## src/rtl/core/rbv_pkg.sv

```systemverilog
// Shared constants and types for the revolution byte vote block.
package rbv_pkg;

   localparam int BYTE_LANES   = 5;
   localparam int REVOLUTIONS  = 5;
   localparam int ACTIVE_LANES = (REVOLUTIONS < BYTE_LANES) ? REVOLUTIONS : BYTE_LANES;
   localparam int BYTE_W       = 8;
   localparam int CNT_W        = $clog2(BYTE_LANES + 1);

   typedef logic [BYTE_W-1:0] lane_byte_type;
   typedef logic [BYTE_LANES-1:0][BYTE_W-1:0] lane_bytes_type;
   typedef logic [BYTE_LANES-1:0] lane_mask_type;

   typedef struct packed {
      lane_mask_type                     ok;
      logic [BYTE_LANES-1:0][CNT_W-1:0] cnt;
   } vote_type;

endpackage

```

## src/rtl/core/rbv_req_if.sv

```systemverilog
// Input channel carrying one byte position from every revolution.
interface rbv_req_if;
   logic                  valid;
   logic                  ready;
   rbv_pkg::lane_byte_type rev_byte_0;
   rbv_pkg::lane_byte_type rev_byte_1;
   rbv_pkg::lane_byte_type rev_byte_2;
   rbv_pkg::lane_byte_type rev_byte_3;
   rbv_pkg::lane_byte_type rev_byte_4;
   logic [rbv_pkg::BYTE_LANES-1:0] lane_valid;

   modport source (output valid, rev_byte_0, rev_byte_1, rev_byte_2, rev_byte_3,
                   rev_byte_4, lane_valid, input ready);
   modport sink   (input valid, rev_byte_0, rev_byte_1, rev_byte_2, rev_byte_3,
                   rev_byte_4, lane_valid, output ready);
endinterface

```

## src/rtl/core/rbv_rsp_if.sv

```systemverilog
// Result channel carrying the merged byte and its weak flag.
interface rbv_rsp_if;
   logic                  valid;
   logic                  ready;
   rbv_pkg::lane_byte_type merged_byte;
   logic                  weak_flag;

   modport source (output valid, merged_byte, weak_flag, input ready);
   modport sink   (input valid, merged_byte, weak_flag, output ready);
endinterface

```

## src/rtl/core/rbv_count.sv

```systemverilog
// Per-lane match counter: how many valid lanes hold the same byte as each lane.
module rbv_count (
   input  rbv_pkg::lane_bytes_type lane_bytes,
   input  rbv_pkg::lane_mask_type  lane_valid,
   output rbv_pkg::vote_type       vote
);

   always_comb begin
      vote = '0;
      for (int r = 0; r < rbv_pkg::BYTE_LANES; r++) begin
         vote.ok[r] = lane_valid[r] && (r < rbv_pkg::ACTIVE_LANES);
      end
      for (int r = 0; r < rbv_pkg::BYTE_LANES; r++) begin
         if (vote.ok[r]) begin
            for (int s = 0; s < rbv_pkg::BYTE_LANES; s++) begin
               vote.cnt[r] = vote.cnt[r] +
                  rbv_pkg::CNT_W'(vote.ok[s] && (lane_bytes[s] == lane_bytes[r]));
            end
         end
      end
   end

endmodule

```

## src/rtl/core/rbv_select.sv

```systemverilog
// Winner selection: highest count, lowest byte on a tie, and the weak flag.
module rbv_select (
   input  rbv_pkg::lane_bytes_type lane_bytes,
   input  rbv_pkg::vote_type       vote,
   output rbv_pkg::lane_byte_type  merged_byte,
   output logic                    weak_flag
);

   logic [rbv_pkg::CNT_W-1:0] best_cnt;
   rbv_pkg::lane_byte_type    best_val;

   always_comb begin
      best_cnt = '0;
      best_val = '0;
      for (int r = 0; r < rbv_pkg::BYTE_LANES; r++) begin
         if (vote.ok[r] && ((vote.cnt[r] > best_cnt) ||
             ((vote.cnt[r] == best_cnt) && (lane_bytes[r] < best_val)))) begin
            best_cnt = vote.cnt[r];
            best_val = lane_bytes[r];
         end
      end
      weak_flag = 1'b0;
      for (int r = 0; r < rbv_pkg::BYTE_LANES; r++) begin
         if (vote.ok[r] && (lane_bytes[r] != best_val)) begin
            weak_flag = 1'b1;
         end
      end
      merged_byte = best_val;
   end

endmodule

```

## src/rtl/core/revolution_byte_vote_core.sv

```systemverilog
// Top level of the revolution byte vote block: input stage, vote logic, result register.
//
// This block merges repeated reads of a disk track one byte position per item. Each
// item carries the byte seen in each of five revolutions and a mask of the revolutions
// that reach the position; the result is the most frequent valid byte, the lowest value
// winning a tie, with a weak flag when any valid lane disagrees, or zero with the flag
// clear when no lane is valid. The block accepts one item every clock cycle while the
// result is not stalled. Each item waits in the input register while the lane match
// counters and the winner compare work on it, and the result register then takes the
// answer. A stalled result holds both registers, and the input stays ready as long as
// the result register drains in the same cycle.
module revolution_byte_vote_core (
   input logic        clock,
   input logic        reset,
   rbv_req_if.sink    req_chan,
   rbv_rsp_if.source  rsp_chan
);

   logic                     s1_valid_ff, s1_valid_in;
   rbv_pkg::lane_bytes_type  s1_bytes_ff;
   rbv_pkg::lane_mask_type   s1_mask_ff;
   logic                     out_valid_ff, out_valid_in;
   rbv_pkg::lane_byte_type   merged_ff;
   logic                     weak_ff;

   logic                     s1_advance;
   logic                     req_take;
   rbv_pkg::vote_type        vote;
   rbv_pkg::lane_byte_type   merged_calc;
   logic                     weak_calc;

   assign s1_advance     = !out_valid_ff || rsp_chan.ready;
   assign req_chan.ready = !s1_valid_ff || s1_advance;
   assign req_take       = req_chan.valid && req_chan.ready;

   assign s1_valid_in  = req_take ? 1'b1 : (s1_advance ? 1'b0 : s1_valid_ff);
   assign out_valid_in = s1_advance ? s1_valid_ff : out_valid_ff;

   rbv_count u_count (
      .lane_bytes (s1_bytes_ff),
      .lane_valid (s1_mask_ff),
      .vote       (vote)
   );

   rbv_select u_select (
      .lane_bytes  (s1_bytes_ff),
      .vote        (vote),
      .merged_byte (merged_calc),
      .weak_flag   (weak_calc)
   );

   always_ff @(posedge clock) begin
      if (reset) begin
         s1_valid_ff  <= 1'b0;
         out_valid_ff <= 1'b0;
      end else begin
         s1_valid_ff  <= s1_valid_in;
         out_valid_ff <= out_valid_in;
      end
   end

   always_ff @(posedge clock) begin
      if (req_take) begin
         s1_bytes_ff <= {req_chan.rev_byte_4, req_chan.rev_byte_3, req_chan.rev_byte_2,
                         req_chan.rev_byte_1, req_chan.rev_byte_0};
         s1_mask_ff  <= req_chan.lane_valid;
      end
      if (s1_advance && s1_valid_ff) begin
         merged_ff <= merged_calc;
         weak_ff   <= weak_calc;
      end
   end

   assign rsp_chan.valid       = out_valid_ff;
   assign rsp_chan.merged_byte = merged_ff;
   assign rsp_chan.weak_flag   = weak_ff;

   // A held input item must not move while the result register is stalled.
   a_s1_hold: assert property (@(posedge clock) disable iff (reset)
      (s1_valid_ff && !s1_advance) |=> (s1_valid_ff && $stable(s1_bytes_ff)
                                        && $stable(s1_mask_ff)))
      else $error("input stage changed while stalled");

   // An item with no valid lane yields a zero byte and a clear weak flag.
   a_empty: assert property (@(posedge clock) disable iff (reset)
      (s1_valid_ff && s1_advance && (vote.ok == '0)) |=>
         (rsp_chan.valid && (rsp_chan.merged_byte == '0) && !rsp_chan.weak_flag))
      else $error("empty item gave nonzero result");

   // A single valid lane can never be weak.
   a_single: assert property (@(posedge clock) disable iff (reset)
      (s1_valid_ff && s1_advance && $onehot(vote.ok)) |=> !rsp_chan.weak_flag)
      else $error("single lane flagged weak");

   // The input stalls only when both stages are full and the result is not taken.
   a_ready: assert property (@(posedge clock) disable iff (reset)
      !req_chan.ready |-> (s1_valid_ff && out_valid_ff && !rsp_chan.ready))
      else $error("input stalled without back pressure");

endmodule
```

## src/flat_wrapper.sv

```systemverilog
// flat-port wrapper written by rule: the top's interface ports become plain ports
module revolution_byte_vote_core_flat 
  (clock, reset, req_chan_valid, req_chan_rev_byte_0, req_chan_rev_byte_1, req_chan_rev_byte_2, req_chan_rev_byte_3, req_chan_rev_byte_4, req_chan_lane_valid, req_chan_ready, rsp_chan_valid, rsp_chan_merged_byte, rsp_chan_weak_flag, rsp_chan_ready);
  rbv_req_if req_chan_i ();
  rbv_rsp_if rsp_chan_i ();
  input logic clock;
  input logic reset;
  input wire logic [$bits(req_chan_i.valid)-1:0] req_chan_valid;
  input wire logic [$bits(req_chan_i.rev_byte_0)-1:0] req_chan_rev_byte_0;
  input wire logic [$bits(req_chan_i.rev_byte_1)-1:0] req_chan_rev_byte_1;
  input wire logic [$bits(req_chan_i.rev_byte_2)-1:0] req_chan_rev_byte_2;
  input wire logic [$bits(req_chan_i.rev_byte_3)-1:0] req_chan_rev_byte_3;
  input wire logic [$bits(req_chan_i.rev_byte_4)-1:0] req_chan_rev_byte_4;
  input wire logic [$bits(req_chan_i.lane_valid)-1:0] req_chan_lane_valid;
  output wire logic [$bits(req_chan_i.ready)-1:0] req_chan_ready;
  output wire logic [$bits(rsp_chan_i.valid)-1:0] rsp_chan_valid;
  output wire logic [$bits(rsp_chan_i.merged_byte)-1:0] rsp_chan_merged_byte;
  output wire logic [$bits(rsp_chan_i.weak_flag)-1:0] rsp_chan_weak_flag;
  input wire logic [$bits(rsp_chan_i.ready)-1:0] rsp_chan_ready;
  assign req_chan_i.valid = req_chan_valid;
  assign req_chan_i.rev_byte_0 = req_chan_rev_byte_0;
  assign req_chan_i.rev_byte_1 = req_chan_rev_byte_1;
  assign req_chan_i.rev_byte_2 = req_chan_rev_byte_2;
  assign req_chan_i.rev_byte_3 = req_chan_rev_byte_3;
  assign req_chan_i.rev_byte_4 = req_chan_rev_byte_4;
  assign req_chan_i.lane_valid = req_chan_lane_valid;
  assign req_chan_ready = req_chan_i.ready;
  assign rsp_chan_valid = rsp_chan_i.valid;
  assign rsp_chan_merged_byte = rsp_chan_i.merged_byte;
  assign rsp_chan_weak_flag = rsp_chan_i.weak_flag;
  assign rsp_chan_i.ready = rsp_chan_ready;
  revolution_byte_vote_core u_core (.clock(clock), .reset(reset), .req_chan(req_chan_i), .rsp_chan(rsp_chan_i));
endmodule
```

## config.mk

```make
export PLATFORM = sky130hd
export DESIGN_NAME = revolution_byte_vote_core_flat
export DESIGN_NICKNAME = d
export VERILOG_FILES = /design/src/rtl/core/rbv_pkg.sv /design/src/rtl/core/rbv_req_if.sv /design/src/rtl/core/rbv_rsp_if.sv /design/src/rtl/core/rbv_count.sv /design/src/rtl/core/rbv_select.sv /design/src/rtl/core/revolution_byte_vote_core.sv /design/src/flat_wrapper.sv
export SDC_FILE = /design/constraint.sdc
export NUM_CORES = 1
export LEC_CHECK = 0
export CAP_MARGIN = 25
export CORE_ASPECT_RATIO = 1.5
export CORE_MARGIN = 4
export CORE_UTILIZATION = 55
export DETAILED_ROUTE_END_ITERATION = 6
export DONT_BUFFER_PORTS = 1
export HOLD_SLACK_MARGIN = 0.08
export PLACE_DENSITY = 0.68
export SLEW_MARGIN = 20
export SYNTH_ARGS = -nofsm -noshare
export SYNTH_HDL_FRONTEND = slang
export SYNTH_SLANG_ARGS = --single-unit
```

## constraint.sdc

```tcl
create_clock -name clock -period 14.37 [get_ports clock]
set_input_delay 2.874 -clock clock [delete_from_list [all_inputs] [get_ports clock]]
set_output_delay 2.874 -clock clock [all_outputs]
set_load 0.1 [all_outputs]
```

After elaboration in Yosys (flattened, before gate mapping)
Index checks and enable logic that the tools add are counted.

operators by class
  add/subtract/negate cells = 20
  multiply operators = 0
  div/mod/pow operators = 0
  order comparisons = 10
  equal/unequal tests = 29
  shift operators = 0
  multiplexer cells = 17
  bitwise gates (word level) = 0
  reduce and logical (&&, ||, !) cells = 49

operators with widths
  kind                                                           number
  equality test 8 bit                                            20
  two-way mux 8 bit                                              5
  != test 8 bit                                                  5
  logical AND 1 bit                                              37
  < comparator 8 bit                                             4
  adder 3 x 1 -> 3 bit                                           10
  two-way mux 3 bit                                              9
  adder 2 x 1 -> 3 bit                                           5
  equality test 3 bit                                            4
  greater-than comparator 3 bit                                  4
  adder 1 x 1 -> 2 bit                                           5
  < comparator 8 x 1 -> 1 bit, second input constant             1
  logical OR 1 bit                                               7
  OR reduction 4 bit                                             1
  greater-than comparator 3 x 1 -> 1 bit, second input constant  1
  zero test 3 bit                                                1
  two-way mux 1 bit                                              3
  zero test 1 bit                                                2
  nonzero test 2 bit                                             1

storage, ports and cells
  register bits = 56
  bits in latches = 0
  bits in writable memories = 0
  memory bits (read-only) = 0
  output and inout bits = 11
  word-level logic and storage cells = 135
  memories = 0

Depth between registers and ports, before layout
  word-level depth = 35
  depth in mapped cells = 51
  depth with buffers taken out = 46

Hierarchy
Synthesis repeated with hierarchy kept, for this count alone.

second synthesis, totals
  cells, all modules = 601
  area, all modules = 5,665.4 µm²

modules (own cells, without submodules)
  module                     instances  cells each  area each (µm²)  seq. area each (µm²)
  rbv_select                 1          358         2,521.2          0.0
  revolution_byte_vote_core  1          64          1,725.4          1,661.6
  rbv_count                  1          179         1,418.9          0.0

Least setup slack after synthesis
Ideal clock, no wire load.

  path type = register -> register
  start = reg u_core.s1_bytes_ff[23] in the netlist's numbering
  end = reg u_core.weak_ff (netlist: u_core.rsp_chan.weak_flag) (data pin)
  arrival time = 9.713 ns
  data required time = 14.104 ns
  path slack = 4.391 ns
  stages on the path, launching flop included = 45
  period minus slack after synthesis = 9.979 ns
  cells stage by stage = edfxtp_1 > clkbuf_1 > xnor2_1 > nand4_1 > or3_1 > fa_1 > fa_1 > inv_1 > ha_1 > nand2_1 > ha_1 > nand3_1 > o21ai_0 > a22oi_4 > nand2_2 > mux2_2 > ha_1 > a2111oi_0 > [... 9 more ...] > a221oi_1 > nand2_1 > o31ai_4 > buf_4 > mux2i_2 > ha_1 > a21o_1 > a21o_1 > a21oi_1 > a21oi_1 > or2_2 > buf_1 > nor3_1 > a211oi_1 > a2111oi_1 > a41oi_1 > a21oi_1 > nand4b_1

between the ends
  word-level cells in the longest chain between the ends = 34

RTL lines
  element                                                      line                             RTL
  start: declaration                                           revolution_byte_vote_core.sv:20  rbv_pkg::lane_bytes_type s1_bytes_ff;
  start signal: assignment                                     revolution_byte_vote_core.sv:64  s1_bytes_ff <= {req_chan.rev_byte_4, req_chan.rev_byte_3, req_chan.rev_byte_2,
  branches (longest 34 deep; another with < comparator 8 bit)  --
  end signal: assignment                                       revolution_byte_vote_core.sv:70  weak_ff <= weak_calc;
  end: declaration                                             revolution_byte_vote_core.sv:24  logic weak_ff;

Parallel ways; which one is timed is not known.
A chain may end at the register's enable or synchronous reset.

Final worst setup path
  start = reg u_core.s1_bytes_ff[20] in the netlist's numbering
  end = reg u_core.weak_ff (netlist: u_core.rsp_chan.weak_flag) (data pin)

Same word-level chain as after synthesis.

==> metrics.md <==
| Metric | Value |
|---|---|
| Pwr/cell area | `109 mW/mm²` |
| Layout fillers | `870` |
| Syn_nets | `693` |
| Most common cell after layout, fill and taps aside | `xnor2_1` |
| Layout Skew | `0.00624 ns` |
| Largest net degree at the start of global routing | `46` |
| Via density | `6.68` |
| FMAX | `82.0 MHz` |
| Clock share of power | `0.190` |
| Worst R2R Start | `u_core.s1_bytes_ff[20]$_DFFE_PP_` |
| Initial Util | `0.567` |
| Worst path slowest cell | `o31ai_4` |
| Final cycle utilization of the critical path | `0.849` |
| Row count | `44` |
| Run status | `finished clean` |
| Critical Path Fanout Max | `22` |
| FF/Latch Area | `0.00166 mm²` |
| Required @ worst endpoint | `14.40 ns` |
| Most frequent cells in the layout | `xnor2_1, edfxtp_1, inv_1, ha_1` |
| Multi-input gate area in the final layout | `0.00350 mm²` |
| Register area share after synthesis | `0.299` |
| Estimated wirelength of the detail-placed design | `13000 µm` |
| Die area | `0.0118 mm²` |
| Vert. Die Dim | `131 µm` |
| WHS | `0.521 ns` |
| Yosys reg bits | `56` |
| Slew HR | `0.353` |
| Yosys warnings | `0` |
| Cell Area, Synth | `0.00556 mm²` |
| ANT nets after route | `0` |
| DIE WIDTH | `90.1 µm` |
| Worst reg2reg endpoint | `u_core.rsp_chan.weak_flag$_SDFFCE_PP1P_` |
| H-Tree Depth | `2` |
| Drt wl/cell | `24.9 µm` |
| P_leak | `2.13 nW` |
| Post-synth EDFFs | `54` |
| Setup violations, final | `0` |
| Most area-consuming cells after synthesis | `edfxtp_1, xnor2_1, ha_1, fa_1, inv_1` |
| Share of power burned in registers | `0.405` |
| Initial antenna violation count | `2` |
| Reg2reg setup slack | `2.17 ns` |
| P_sw | `0.000252 W` |
| Gr ovfl total | `0` |
| Critical Path Start Type | `register` |
| Synth unique cells | `67` |
| Area growth syn-to-layout | `1.53%` |
| Synth Instances | `589` |
| Worst Hold Path EP | `u_core.rsp_chan.valid$_SDFFE_PP0P_` |
| Clk root buf | `clkbuf_16` |
| CTS Buf Count | `5` |
| Hold-fix buffers, CTS | `0` |
| Fin nets | `653` |
| Share of cells above drive strength 1 | `0.0582` |
| Endpoints failing hold | `0` |
| Syn_area_per_cell | `9.44 µm²` |
| Sw Ratio | `0.408` |
| Crit-path most repeated cell | `ha_1` |
| TNS Setup | `0 ns` |
| Power Total | `0.000616 W` |
| IO Pins | `60` |
| Gates resized, CTS repair | `0` |
| Gate power share | `0.405` |
| GP Congestion | `1.01` |
| Residual DRC | `0` |
| DR vias | `4458` |
| Synth Flop Type | `edfxtp_1` |
| RSZ-0062 raised after global routing | `false` |
| Slew at the pin closest to its max-slew limit | `0.970 ns` |
| Reg2reg path depth | `40` |
| Gr usage total | `0.283` |
| DR pass1 iterations | `5` |
| Hold depth | `2` |
| Final min period | `12.20 ns` |
| IO buf count | `0` |
| Slew Limit Fails | `0` |
| Core area | `0.00980 mm²` |
| CTS tree | `yes` |
| Post-CTS setup buffers | `0` |
| Tightest Hold Check Type | `reg -> reg` |
| Detailed Route WL | `16600 µm` |
| Critical Path Sink Type | `register` |
| Crit-path max cell delay | `0.82 ns` |
| Critical path arrival | `12.23 ns` |
| Vias in the first global route | `4511` |
| MaxCap Viol Count | `0` |
| TritonCTS Sinks | `56` |
| Clk Latency, worst-skew pair | `0.29 ns` |
| 1st-iter DRT viols | `390` |
| Clk buf depth | `2` |
| Post-synth ARST share | `0` |
| Cell Int Power | `0.000364 W` |
| Top cell type's share of synthesized area | `0.292` |
| Critical path class | `reg -> reg` |
| First-pass GRT wire length | `25800 µm` |
| Worst-path clk slew | `0.07 ns` |
| Worst min-delay path startpoint | `u_core.s1_valid_ff$_SDFFE_PP0P_` |
| Worst VDD drop | `0.0696 mV` |
| Dominant cell type by area after synthesis | `edfxtp_1` |
==> metal layers <==
metal / vias up / share of wire / track usage
li1: 2001 / - / -
met1: 2123 / 0.36 / 0.324
met2: 256 / 0.49 / 0.477
met3: 78 / 0.079 / 0.0492
met4: 0 / 0.071 / 0.196
met5: - / 0 / 0
==> cell type report <==
cell class	count	share of cell area
sequential	56	0.294
multi-input combinational	433	0.619
tap	115	0.0255
clock buffer	5	0.0222
antenna	2	0.000887
clock inverter	3	0.00244
inverter	53	0.0352
==> Yosys cell counts (all sizes together), types with 3 or more instances <==
cell,instances
a2111oi,4
a211o,3
a211oi,7
a21o,3
a21oi,25
a221oi,3
a31oi,4
and2,13
and3,4
buf,11
clkbuf,36
edfxtp,54
fa,10
ha,45
inv,53
mux2,9
mux2i,15
nand2,26
nand2b,7
nand3,8
nand4,27
nor2,27
nor2b,4
nor3,15
nor4,3
o211ai,6
o21a,4
o21ai,14
o221ai,3
o22ai,4
o311ai,3
or3,7
xnor2,96
xor2,12
==> sequential cells by signal, summed over array words and instances (netlist names) <==
register and cells:
u_core.rsp_chan.merged_byte 8, u_core.rsp_chan.valid 1, u_core.rsp_chan.weak_flag 1, u_core.s1_bytes_ff 40, u_core.s1_mask_ff 5, u_core.s1_valid_ff 1
==> critical path, delay by kind of cell, from the launching register on <==
kind	cells	cell delay, ns
XOR/XNOR	1	0.20
AO/OA/AOI/OAI	16	4.57
adder cells (fa/ha/maj)	7	2.24
multiplexers	3	1.55
buffers and inverters	2	0.15
flip-flops	1	0.76
AND/OR/NAND/NOR	11	2.42
==> worst max path at each step <==
stage	from	end	slack [ns]	depth (start not counted)
after global routing	u_core.s1_bytes_ff[8]$_DFFE_PP_	u_core.rsp_chan.weak_flag$_SDFFCE_PP1P_	1.28	40
after detailed placement	u_core.s1_bytes_ff[11]$_DFFE_PP_	u_core.rsp_chan.weak_flag$_SDFFCE_PP1P_	2.37	40
after global placement	u_core.s1_bytes_ff[20]$_DFFE_PP_	u_core.rsp_chan.weak_flag$_SDFFCE_PP1P_	2.55	40
after floorplan	u_core.s1_bytes_ff[23]$_DFFE_PP_	u_core.rsp_chan.weak_flag$_SDFFCE_PP1P_	4.39	44
after CTS	u_core.s1_bytes_ff[11]$_DFFE_PP_	u_core.rsp_chan.weak_flag$_SDFFCE_PP1P_	2.34	40
final	u_core.s1_bytes_ff[20]$_DFFE_PP_	u_core.rsp_chan.weak_flag$_SDFFCE_PP1P_	2.17	40
==> per-stage QoR <==
| stage | area (µm²) | utilization | cells | setup slack [ns] |
|---|---|---|---|---|
| detailed placement | 5500 | 0.561 | 657 | 2.37 |
| global placement | 5500 | 0.561 | 657 | 2.55 |
| finish | 5650 | 0.576 | 667 | 2.17 |
| CTS | 5640 | 0.575 | 665 | 2.34 |
| floorplan | 5560 | - | 589 | 4.39 |
| global route | 5650 | 0.576 | 667 | 1.28 |
==> cells by family after synthesis <==
| family | after synthesis | synth area share |
|---|---|---|
| buffers and inverters | 100 | 0.0727 |
| flip-flops | 56 | 0.299 |
| AO/OA/AOI/OAI | 101 | 0.136 |
| adder cells (fa/ha/maj) | 55 | 0.137 |
| XOR/XNOR | 108 | 0.170 |
| multiplexers | 24 | 0.0479 |
| AND/OR/NAND/NOR | 145 | 0.137 |
==> power by group through the flow <==
stage / logic, W / registers (W) / clock network (W)
2_1_floorplan: 0.000215 / 0.000227 / 0
4_1_cts: 0.000245 / 0.000248 / 0.000119
3_3_place_gp: 0.000241 / 0.000252 / 0
5_1_grt: 0.000273 / 0.000250 / 0.000125
3_5_place_dp: 0.000244 / 0.000252 / 0
6_report: 0.000250 / 0.000249 / 0.000117
(Power assumes the default switching activity.)
